## src/rtl/core/lpht_ram.sv

```systemverilog
// ----------------------------------------------------------------------------
// lpht_ram: generic RAM with one write port and one read port
// One write and one registered read per cycle.
// ----------------------------------------------------------------------------
module lpht_ram #(
    parameter int unsigned WIDTH = 64,
    parameter int unsigned DEPTH = 64
) (
    input  logic                     clk,
    input  logic                     we,
    input  logic [$clog2(DEPTH)-1:0] waddr,
    input  logic [WIDTH-1:0]         wdata,
    input  logic [$clog2(DEPTH)-1:0] raddr,
    output logic [WIDTH-1:0]         rdata
);

    logic [WIDTH-1:0] mem [DEPTH];

    always_ff @(posedge clk)
    begin
        if (we)
        begin
            mem[waddr] <= wdata;
        end
        rdata <= mem[raddr];
    end

endmodule

```

## config.mk

```make
export PLATFORM = sky130hd
export DESIGN_NAME = lpht_ram
export DESIGN_NICKNAME = d
export VERILOG_FILES = /design/src/rtl/core/lpht_ram.sv
export SDC_FILE = /design/constraint.sdc
export NUM_CORES = 2
export LEC_CHECK = 0
export BUFFER_PORTS_ARGS = -buffer_cell sky130_fd_sc_hd__buf_4
export CORE_ASPECT_RATIO = 0.9
export CORE_MARGIN = 2
export CORE_UTILIZATION = 30
export CTS_BUF_LIST = sky130_fd_sc_hd__clkbuf_4
export CTS_CLUSTER_DIAMETER = 30
export CTS_CLUSTER_SIZE = 8
export DETAILED_ROUTE_END_ITERATION = 8
export RECOVER_POWER = 50
export SLEW_MARGIN = 20
export SYNTH_ARGS = -nofsm -noshare
export SYNTH_HDL_FRONTEND = slang
export SYNTH_SLANG_ARGS = --single-unit
```

## constraint.sdc

```tcl
create_clock -name clk -period 7.1 [get_ports clk]
set_clock_uncertainty 0.2 [all_clocks]
set_input_delay 0.355 -clock clk [delete_from_list [all_inputs] [get_ports clk]]
set_output_delay 0.355 -clock clk [all_outputs]
set_load 0.01 [all_outputs]
```

==> impl_metrics.yaml <==
status:
  status: "finished with violations"
  violated_checks: "capacitance limit, slew limit"
worst_setup_path:
  worst_path_max_delay_cell: "dlygate4sd3_1"
  setup.worst_path.start_class: "input port"
  path_max_fanout: 92
  timing.critical_path.max_delay_family: "buffers and inverters"
  crit_required_ps: 8180
  crit_chain: "dlygate4sd3_1 -> buf_16 -> buf_12 -> buf_4 -> mux4_2 -> o221ai_1 -> dlygate4sd3_1 -> o22ai_1 -> dlygate4sd3_1 -> and3_1 -> dlygate4sd3_1"
  worstPathBufferInverterCount: 7
  worst_setup_path_end_kind: "register"
  worst-endpoint-arrival_ps: 5570
  maximum_cell_stage_delay_along_the_critical_path_ps: 640
  crit_path_frequent_cell: "dlygate4sd3_1"
  worst-setup-path-type: "in -> reg"
sta:
  slew_violations: 4241
  period_minus_slack_ps: 4490
  timing.final.hold_violations: 0
  fmaxAchievable_ghz: 0.223
  setup-tns-final_ps: 0
  worst_slew_margin_rel: -1.03
  tightestPinTransition_ps: 3040
  grt_setup_unrepaired: "false"
  setup_viol: 0
  timing.final.crit_share: 0.632
clock_tree:
  clk_path_buf_depth: 4
  cts_tree: "built"
  cts-buffers-inserted: 674
  clk_root_buffer_cell: "clkbuf_4"
  clk_pin_slew_worst_paths_ps: 90
  cts_repair_resize_count: 0
  clk_latency_ps: 1430
  clock_tree.htree_level_count: 6
  cts.sink_count: 4160
routing:
  via_per_inst: 5.26
  drc: 0
  drt-pass1-iter-count: 5
  post_drt_wl_per_cell_um: 30.9
  ant_nets: 0
  vias: 78400
  routed_wl_um: 459000
  drtIter0Drc: 12400
place:
  finalWeightedCongestion: 0.776
  dp_hpwl_um: 241000
  placement.io_buffers: 141
synth:
  synth_mux_area_frac: 0.156
  yosys_warnings: 0
  syn_avg_cell_area_um2: 23.7
  synthMostInstantiatedCell: "edfxtp_1"
  post_synth_instance_area_um2: 156000
  synth_compound_area_frac: 0.0248
  synth-edff-count: 4096
  synth_top_cell_by_area: "edfxtp_1"
  synthCells: 6598
  synth-adder-area-share: 0
  yosysUniqueCellTypes: 33
  syn-num-nets: 6676
  dominantRegCellSynth: "edfxtp_1"
  synth_area_in_simple_gates: 0.0124
  synth_largest_type_area_fraction: 0.787
  synth_xor_area_frac: 0
  post_synth_main_area_contributors: "edfxtp_1 79%, mux4_2 15%, mux2i_1 0.86%"
  ys_ff_latch: 4160
  synth_async_sr_flop_share: 0
  post_synth_most_frequent_cells: "4,096 x edfxtp_1, 1,024 x mux4_2, 170 x buf_2"
  dominant_combinational_cell_family_by_area_after_synthesis: "multiplexers"
  synth_seq_area_share: 0.795
die:
  io_pins: 142
  row_count: 251
  dieHeight_um: 689
  core_um2: 519000
  die-width_um: 765
  initial_core_util: 0.301
  die_area_um2: 527000
global_routing:
  grt_pass1_wl_um: 632000
  grt_pass1_vias: 79300
  grt_antenna_before_repair: 39
  globalRouteTotalUtil: 0.170
  grt_max_degree: 124
  grt_overflow_total: 0
layout:
  n_fill_cell: 47900
  fin_nets: 7540
  final_util: 0.342
  drive_gt1_frac: 0.311
  area.growth.synth_to_final_pct: 13.4
worst_hold_path:
  timing.hold.worst.class: "in -> reg"
power_and_ir_drop:
  power.leakage_uw: 0.0541
  irDropWorstVdd_v: 0.000156
  power.density_nw_per_um2: 257
job:
  timing.max_cap.violations: 69
[cell families (layout without fill, tap and decap cells)]
logic type / count (synthesis) / count (layout)
compound gates: 504 / 504
buf+inv: 389 / 1708
flops: 4160 / 4160
mux: 1159 / 1159
other cells: 0 / 17
simple gates: 386 / 386
[where the power goes]
group	total [uW]	leakage, uW	internal, uW	switching (uW)
clock network	15800	0.00508	7110	8660
registers	27400	0.0374	27200	162
logic	2470	0.0117	939	1530
total	45600	0.0541	35200	10300
[registers in the layout (all words and copies together), names as in the netlist]
signal  cells
rdata      64
mem      4096
[worst paths after layout]
path,from,end,slack (ps),cells after the start
hold / removal,raddr[4],rdata[0]$_DFF_P_,190,5
hold reg to reg,mem[36][63]$_DFFE_PP_,rdata[63]$_DFF_P_,600,4
setup / recovery,raddr[0],rdata[16]$_DFF_P_,2610,11
setup reg to reg,mem[31][16]$_DFFE_PP_,rdata[16]$_DFF_P_,3800,7
[routing by layer]
metal	share of wire	track usage	vias to the layer above
met4	0.028	0.0475	6
met3	0.10	0.0350	747
met5	0.000087	0	-
met1	0.40	0.238	42400
met2	0.47	0.269	4719
li1	-	-	30500
[repair_timing]
item | 4_1_cts | 5_1_grt
hold buffers | 227 | 0
setup buffers | 0 | 0
endpoints found under the hold margin | 5575 | 0
[final cells by class]
type,count,area (um^2),share of cell area
flip-flops and latches,4160,124000,0.701
multi-input cells,2049,30700,0.173
inverters,19,71.3,0.000402
clock buffers,909,6820,0.0385
repair buffers,558,4810,0.0271
diodes,17,42.5,0.000240
well taps,6957,8700,0.0491
clock inverters,222,1840,0.0104
[layout by cell type (no fill, tap or decap), types with 58 or more instances in the layout]
cell type and instances:
and3_1 64, clkbuf_4 945, mux4_2 1024, o22ai_1 83, edfxtp_1 4096, a211oi_1 62, dfxtp_1 64, clkinv_1 94
dlygate4sd3_1 163, nor2_4 58, clkbuf_1 98, buf_4 217, a22oi_1 168, mux2i_1 135, a22o_1 88
[through the flow]
stage | std cells | hold WS (ps) | total power, uW | area, um^2 | setup slack (ps)
floorplan | 6598 | 254 | 29100 | 156000 | 1110
global placement | 13500 | 609 | 30200 | 167000 | 3130
detailed placement | 13500 | 609 | 30300 | 167000 | 3150
CTS | 14900 | 0.415 | 46000 | 179000 | 2740
global route | 14900 | 96.8 | 47100 | 177000 | 2480
finish | 14900 | 193 | 45600 | 177000 | 2610
[worst reg2reg max path, stage by stage, from the launching register on]
cell and delay (ps):
edfxtp_1 410, mux4_2 490, o221ai_1 160, dlygate4sd3_1 580, o22ai_1 70, dlygate4sd3_1 580
and3_1 150, dlygate4sd3_1 550
No activity file was read; power rests on OpenSTA's default activity.
