$ cat config.mk
export PLATFORM = sky130hd
export DESIGN_NAME = lpht_hash
export DESIGN_NICKNAME = d
export VERILOG_FILES = /design/src/rtl/core/lpht_pkg.sv /design/src/rtl/core/lpht_hash.sv
export SDC_FILE = /design/constraint.sdc
export NUM_CORES = 1
export LEC_CHECK = 0
export BUFFER_PORTS_ARGS = -buffer_cell sky130_fd_sc_hd__buf_2
export CAP_MARGIN = 30
export CORE_UTILIZATION = 59
export DETAILED_ROUTE_END_ITERATION = 10
export PLACE_DENSITY = 0.82
export SLEW_MARGIN = 5
export SYNTH_ARGS = -nofsm -noshare
export SYNTH_HDL_FRONTEND = slang
export SYNTH_SLANG_ARGS = --single-unit
$ cat constraint.sdc
create_clock -name vclk -period 16.2
set_clock_uncertainty 0.2 [all_clocks]
set_input_delay 1.62 -clock vclk [all_inputs]
set_output_delay 1.62 -clock vclk [all_outputs]
set_load 0.005 [all_outputs]
$ cat src/rtl/core/lpht_pkg.sv
// ----------------------------------------------------------------------------
// lpht_pkg: shared types and constants of the linear probing hash table
// Key character coding, slot states, ops, status codes and sequencer states.
// ----------------------------------------------------------------------------
package lpht_pkg;

    localparam int unsigned DEF_TABLE_DEPTH   = 64;
    localparam int unsigned DEF_MAX_KEY_CHARS = 8;
    localparam int unsigned HASH_MOD          = 65407;
    localparam int unsigned CODE_BASE         = 2 * 26 + 10;
    localparam int unsigned DIGIT_OFFSET      = 26 + 26;
    localparam int unsigned KEY_W             = 52;
    localparam int unsigned VALUE_W           = 64;
    localparam int unsigned SIZE_W            = 7;
    localparam int unsigned HASH_W            = 16;

    typedef enum logic [1:0] {
        OP_PUT    = 2'd0,
        OP_REMOVE = 2'd1,
        OP_GET    = 2'd2,
        OP_SPARE  = 2'd3
    } op_t;

    typedef enum logic [1:0] {
        ST_OK       = 2'd0,
        ST_NOTFOUND = 2'd1,
        ST_FULL     = 2'd2,
        ST_BADCHAR  = 2'd3
    } status_t;

    typedef enum logic [1:0] {
        SLOT_EMPTY   = 2'd0,
        SLOT_USED    = 2'd1,
        SLOT_DELETED = 2'd2
    } slot_t;

    typedef enum logic [2:0] {
        S_IDLE,
        S_HASH,
        S_MOD,
        S_READ,
        S_CHECK,
        S_DONE
    } state_t;

    // code 0..61 in [5:0], bit 6 set when the byte is not alphanumeric
    function automatic logic [6:0] char_code(input logic [7:0] c);
        logic [6:0] r;
        if (c >= 8'h61 && c <= 8'h7a)
            r = {1'b0, 6'(c - 8'h61)};
        else if (c >= 8'h41 && c <= 8'h5a)
            r = {1'b0, 6'(c - 8'h41 + 8'd26)};
        else if (c >= 8'h30 && c <= 8'h39)
            r = {1'b0, 6'(c - 8'h30 + 8'(DIGIT_OFFSET))};
        else
            r = 7'h40;
        return r;
    endfunction

endpackage

$ cat src/rtl/core/lpht_hash.sv
// ----------------------------------------------------------------------------
// lpht_hash: shared multiply-accumulate and reduce unit
// In hash mode folds one character: (acc*62+code) mod 65407. In reduce mode
// subtracts the shifted table size once (restoring division step).
// ----------------------------------------------------------------------------
module lpht_hash (
    input  logic                        mode_reduce,
    input  logic [lpht_pkg::HASH_W-1:0] acc,
    input  logic [5:0]                  code,
    input  logic [22:0]                 divisor,
    output logic [lpht_pkg::HASH_W-1:0] result
);
    import lpht_pkg::*;

    logic [22:0] prod;
    logic [22:0] r1;
    logic [22:0] r2;
    logic [22:0] m1;
    logic [22:0] m2;

    always_comb
    begin
        prod = 23'(acc) * 23'(CODE_BASE) + 23'(code);
        // prod < 62*65407+62, so reduce with q = prod>>16 estimate and fixups
        m1 = 23'(prod[22:16]) * 23'(HASH_MOD);
        r1 = prod - m1;
        r2 = (r1 >= 23'(HASH_MOD)) ? r1 - 23'(HASH_MOD) : r1;
        m2 = (r2 >= 23'(HASH_MOD)) ? r2 - 23'(HASH_MOD) : r2;
        if (mode_reduce)
            result = (23'(acc) >= divisor) ? HASH_W'(23'(acc) - divisor) : acc;
        else
            result = m2[HASH_W-1:0];
    end

endmodule
==> results.md <==
- The clock period minus worst slack is 15680 ps.
- Including well taps, the total number of placed cells is 1332.
- The final non-filler cell area is 9200 sq um.
- STA classifies the critical path startpoint as a primary input.
- The number of nets at the end of the flow is 1399.
- The final max-slew violation count was 0.
- In the final layout, flip-flops and latches occupy 0 sq um.
- Of the cells placed in the final design, the portion with a size suffix greater than 1 is 12.7%.
- The cell type with the highest occurrence count on the critical path is fa_1.
- The total routed wirelength is 21600 um.
- The detailed router finished its first iteration with 585 violations.
- Entering global routing, the biggest net connects 23 pins.
- Once placement finished, the instance area stood at 9010 sq um.
- The share of the Yosys chip area taken by registers is 0%.
- The area taken by multi-input logic gates is 7600 sq um.
- The antenna diode count is 0.
- Buffers inserted to repair hold after CTS numbered 0.
- For the pin with the worst max-slew slack, the measured transition is 863 ps.
- The number of endpoints with negative hold slack in the final report is 0.
- The final standard cell count with taps included and fillers excluded is 1336.
- The source of the critical timing path is acc[0].
- The logic depth of the worst path, buffers included is 46.
- Relative to the synthesized area, the layout overhead comes to 9.76%.
- In the routed design, unresolved DRC markers number 0.
- The worst-case hold slack is 3520 ps.
- Prior to clock tree synthesis, the placed netlist has a worst setup slack of -129 ps.
- For this run, the number of Yosys warnings is 0.
- The die height is 121 um.
- Detailed placement finished with a half-perimeter wire length of 18300 um.
- The path class of the lowest-slack min-delay path is primary input to output pin.
- The maximum operating frequency is 0.0638 GHz.
- The relative slew slack is 42.0%.
- The remaining number of nets flagged by the antenna check after routing is 0.
- The total of max-cap violations is 0.
- The termination of the worst setup path is result[12].
- The filler cells instantiated in the layout total 1178.
- Among cell families on the critical path, the largest total delay comes from adder cells.
- The final worst-path cycle share is 96.8%.
- The via density per instance is 5.94.
- The number of antenna violations at the first check in global routing came to 1.
- Along the worst path, the maximum fanout reaches 10.
- For this block, the via count after detailed routing is 7938.
- Measured along the x axis, the die boundary spans 121 um.
- The count of flip-flops and latches is 0.
- The floorplan has 43 rows.
- When the netlist entered floorplanning its net count stood at 1331.
- The global routing usage summed across all routing layers is 29.3%.
- The number of iterations in the first detailed-routing pass is 5.
- The slowest stage cell on the critical path is fa_1.
- The cell area after technology mapping is 8380 sq um.
- The type of the setup path with the least slack is primary input to output pin.
- The via count of the first global-routing pass was 7503.
- Dividing the detail-routed wire length by the instance count gives 16.2 um.
- The global-route congestion overflow total is 0.
- STA puts the critical path data required time at 14380 ps.
- After floorplanning, the core was sized to cover 13900 sq um.
- The synthesized instance count is 1090.
- The number of port buffers is 62.
- The wire length of the first global-routing pass is 34900 um.
- For this run, the slowest stage of the critical path takes 570 ps.
- Data on the critical path arrives at its endpoint at 13860 ps.
- The flow ran to the end, and the final reports show no timing, DRC or antenna violations.
- The final setup violation count is 0.
- Counting the clock-network buffers in the layout gives 0.
- 62 I/O pins were placed.
- STA classifies the critical path endpoint as an output pin.
- Once routing completed, OpenROAD measured the worst setup slack at 525 ps.
- The number of distinct library cells after synthesis is 92.
- Routability-driven placement finished with a final weighted congestion of 0.983.
- The buffer and inverter count on the worst path is 9.
- The overall die area is 14700 sq um.
- The mean instance size in the synthesized netlist is 7.69 sq um.
- The initial cell density of the core is 60.4%.
==> through the flow <==
stage / utilization, % / TNS [ps]
after floorplan: - / 0
after global placement: 64.9 / 0
after detailed placement: 64.9 / -678
after CTS: 65.0 / 0
after global routing: 66.3 / -350
final: 66.3 / 0
==> synth_stat cells, types with 11 or more instances <==
cell      instances  area [sq um]
a31oi_1          11          68.8
a21oi_1          58           290
xor2_1           31           272
nand2_1          58           218
clkbuf_1         20          75.1
and2_1           15          93.8
nor2b_1          11          68.8
o21a_1           13          97.6
a21o_1           21           158
o31ai_1          11          82.6
xnor2_1          55           482
fa_1             92          1840
nor2_1           57           214
nor3_1           28           140
ha_1            103          1290
nand3_1          18          90.1
o21ai_0          48           240
nand4_1          11          68.8
inv_1           225           845
a211oi_1         12          90.1
==> how the worst min path moves through the flow <==
| stage | startpoint | to | slack (ps) | depth (start not counted) |
|---|---|---|---|---|
| 3_5_place_dp | acc[0] | result[0] | 3510 | 4 |
| 2_1_floorplan | acc[0] | result[0] | 3220 | 2 |
| 4_1_cts | acc[0] | result[0] | 3510 | 4 |
| 6_report | acc[0] | result[0] | 3520 | 4 |
| 3_3_place_gp | acc[0] | result[0] | 3490 | 4 |
| 5_1_grt | acc[2] | result[2] | 3580 | 4 |
==> repair_timing <==
action                     CTS  global route
buffers inserted             0             4
resized for setup            1            28
setup endpoints to repair    9            16
cloned                       0             0
pin swaps                    0             4
==> layout make-up <==
type / count / area share [%]
timing repair buffer: 92 / 5.82
inverter: 225 / 9.18
tap: 180 / 2.45
multi-input combinational: 839 / 82.6
==> per-layer routing <==
layer  wire length (um)  vias to the layer above  share of wire, %  GRT usage (%)
li1                   -                     3867                 -              -
met1               9440                     3779                44           39.4
met2              10700                      250                49           51.5
met3               1190                       40               5.5           2.77
met4                322                        2               1.5           4.63
met5                 13                        -             0.060              0
==> cells in the final DEF, fill, tap and decap left out, types with 4 or more instances in the layout <==
master	Yosys	layout
o31a_1	4	4
a21oi_1	58	57
and3_1	8	8
mux2i_1	10	10
o21ai_1	3	7
o21ai_0	48	44
xor2_1	31	30
o22a_1	4	4
o211ai_1	7	7
ha_1	103	102
nor4_1	9	6
o2111ai_1	4	4
nand3_1	18	18
or2_2	7	7
a21boi_0	9	8
a21o_1	21	21
o21bai_1	6	5
buf_4	1	30
xnor2_1	55	52
fa_1	92	92
nor2b_1	11	11
nand3b_1	4	4
or3_1	4	4
and4_1	5	5
o21a_1	13	13
nand4_1	11	11
inv_1	225	225
nand2_1	58	58
a31oi_1	11	11
and2_1	15	15
buf_2	4	62
o2bb2ai_1	4	4
nor3_1	28	26
nand2b_1	9	9
a41oi_1	4	4
nor2_1	57	57
a211oi_1	12	10
o31ai_1	11	10
o22ai_1	6	6
==> cell families (layout without fill, tap and decap cells) <==
family / after synthesis / count (layout) / share of synthesized area, %
simple gates: 264 / 264 / 16.8
buf+inv: 251 / 317 / 11.4
fa+ha+maj: 196 / 196 / 37.5
xor+xnor: 87 / 87 / 9.27
compound gates: 279 / 279 / 23.5
mux: 13 / 13 / 1.60
Power is left out: the tool's default activity adds up to more than one toggle a clock period on the data nets, which glitch-free logic cannot reach.
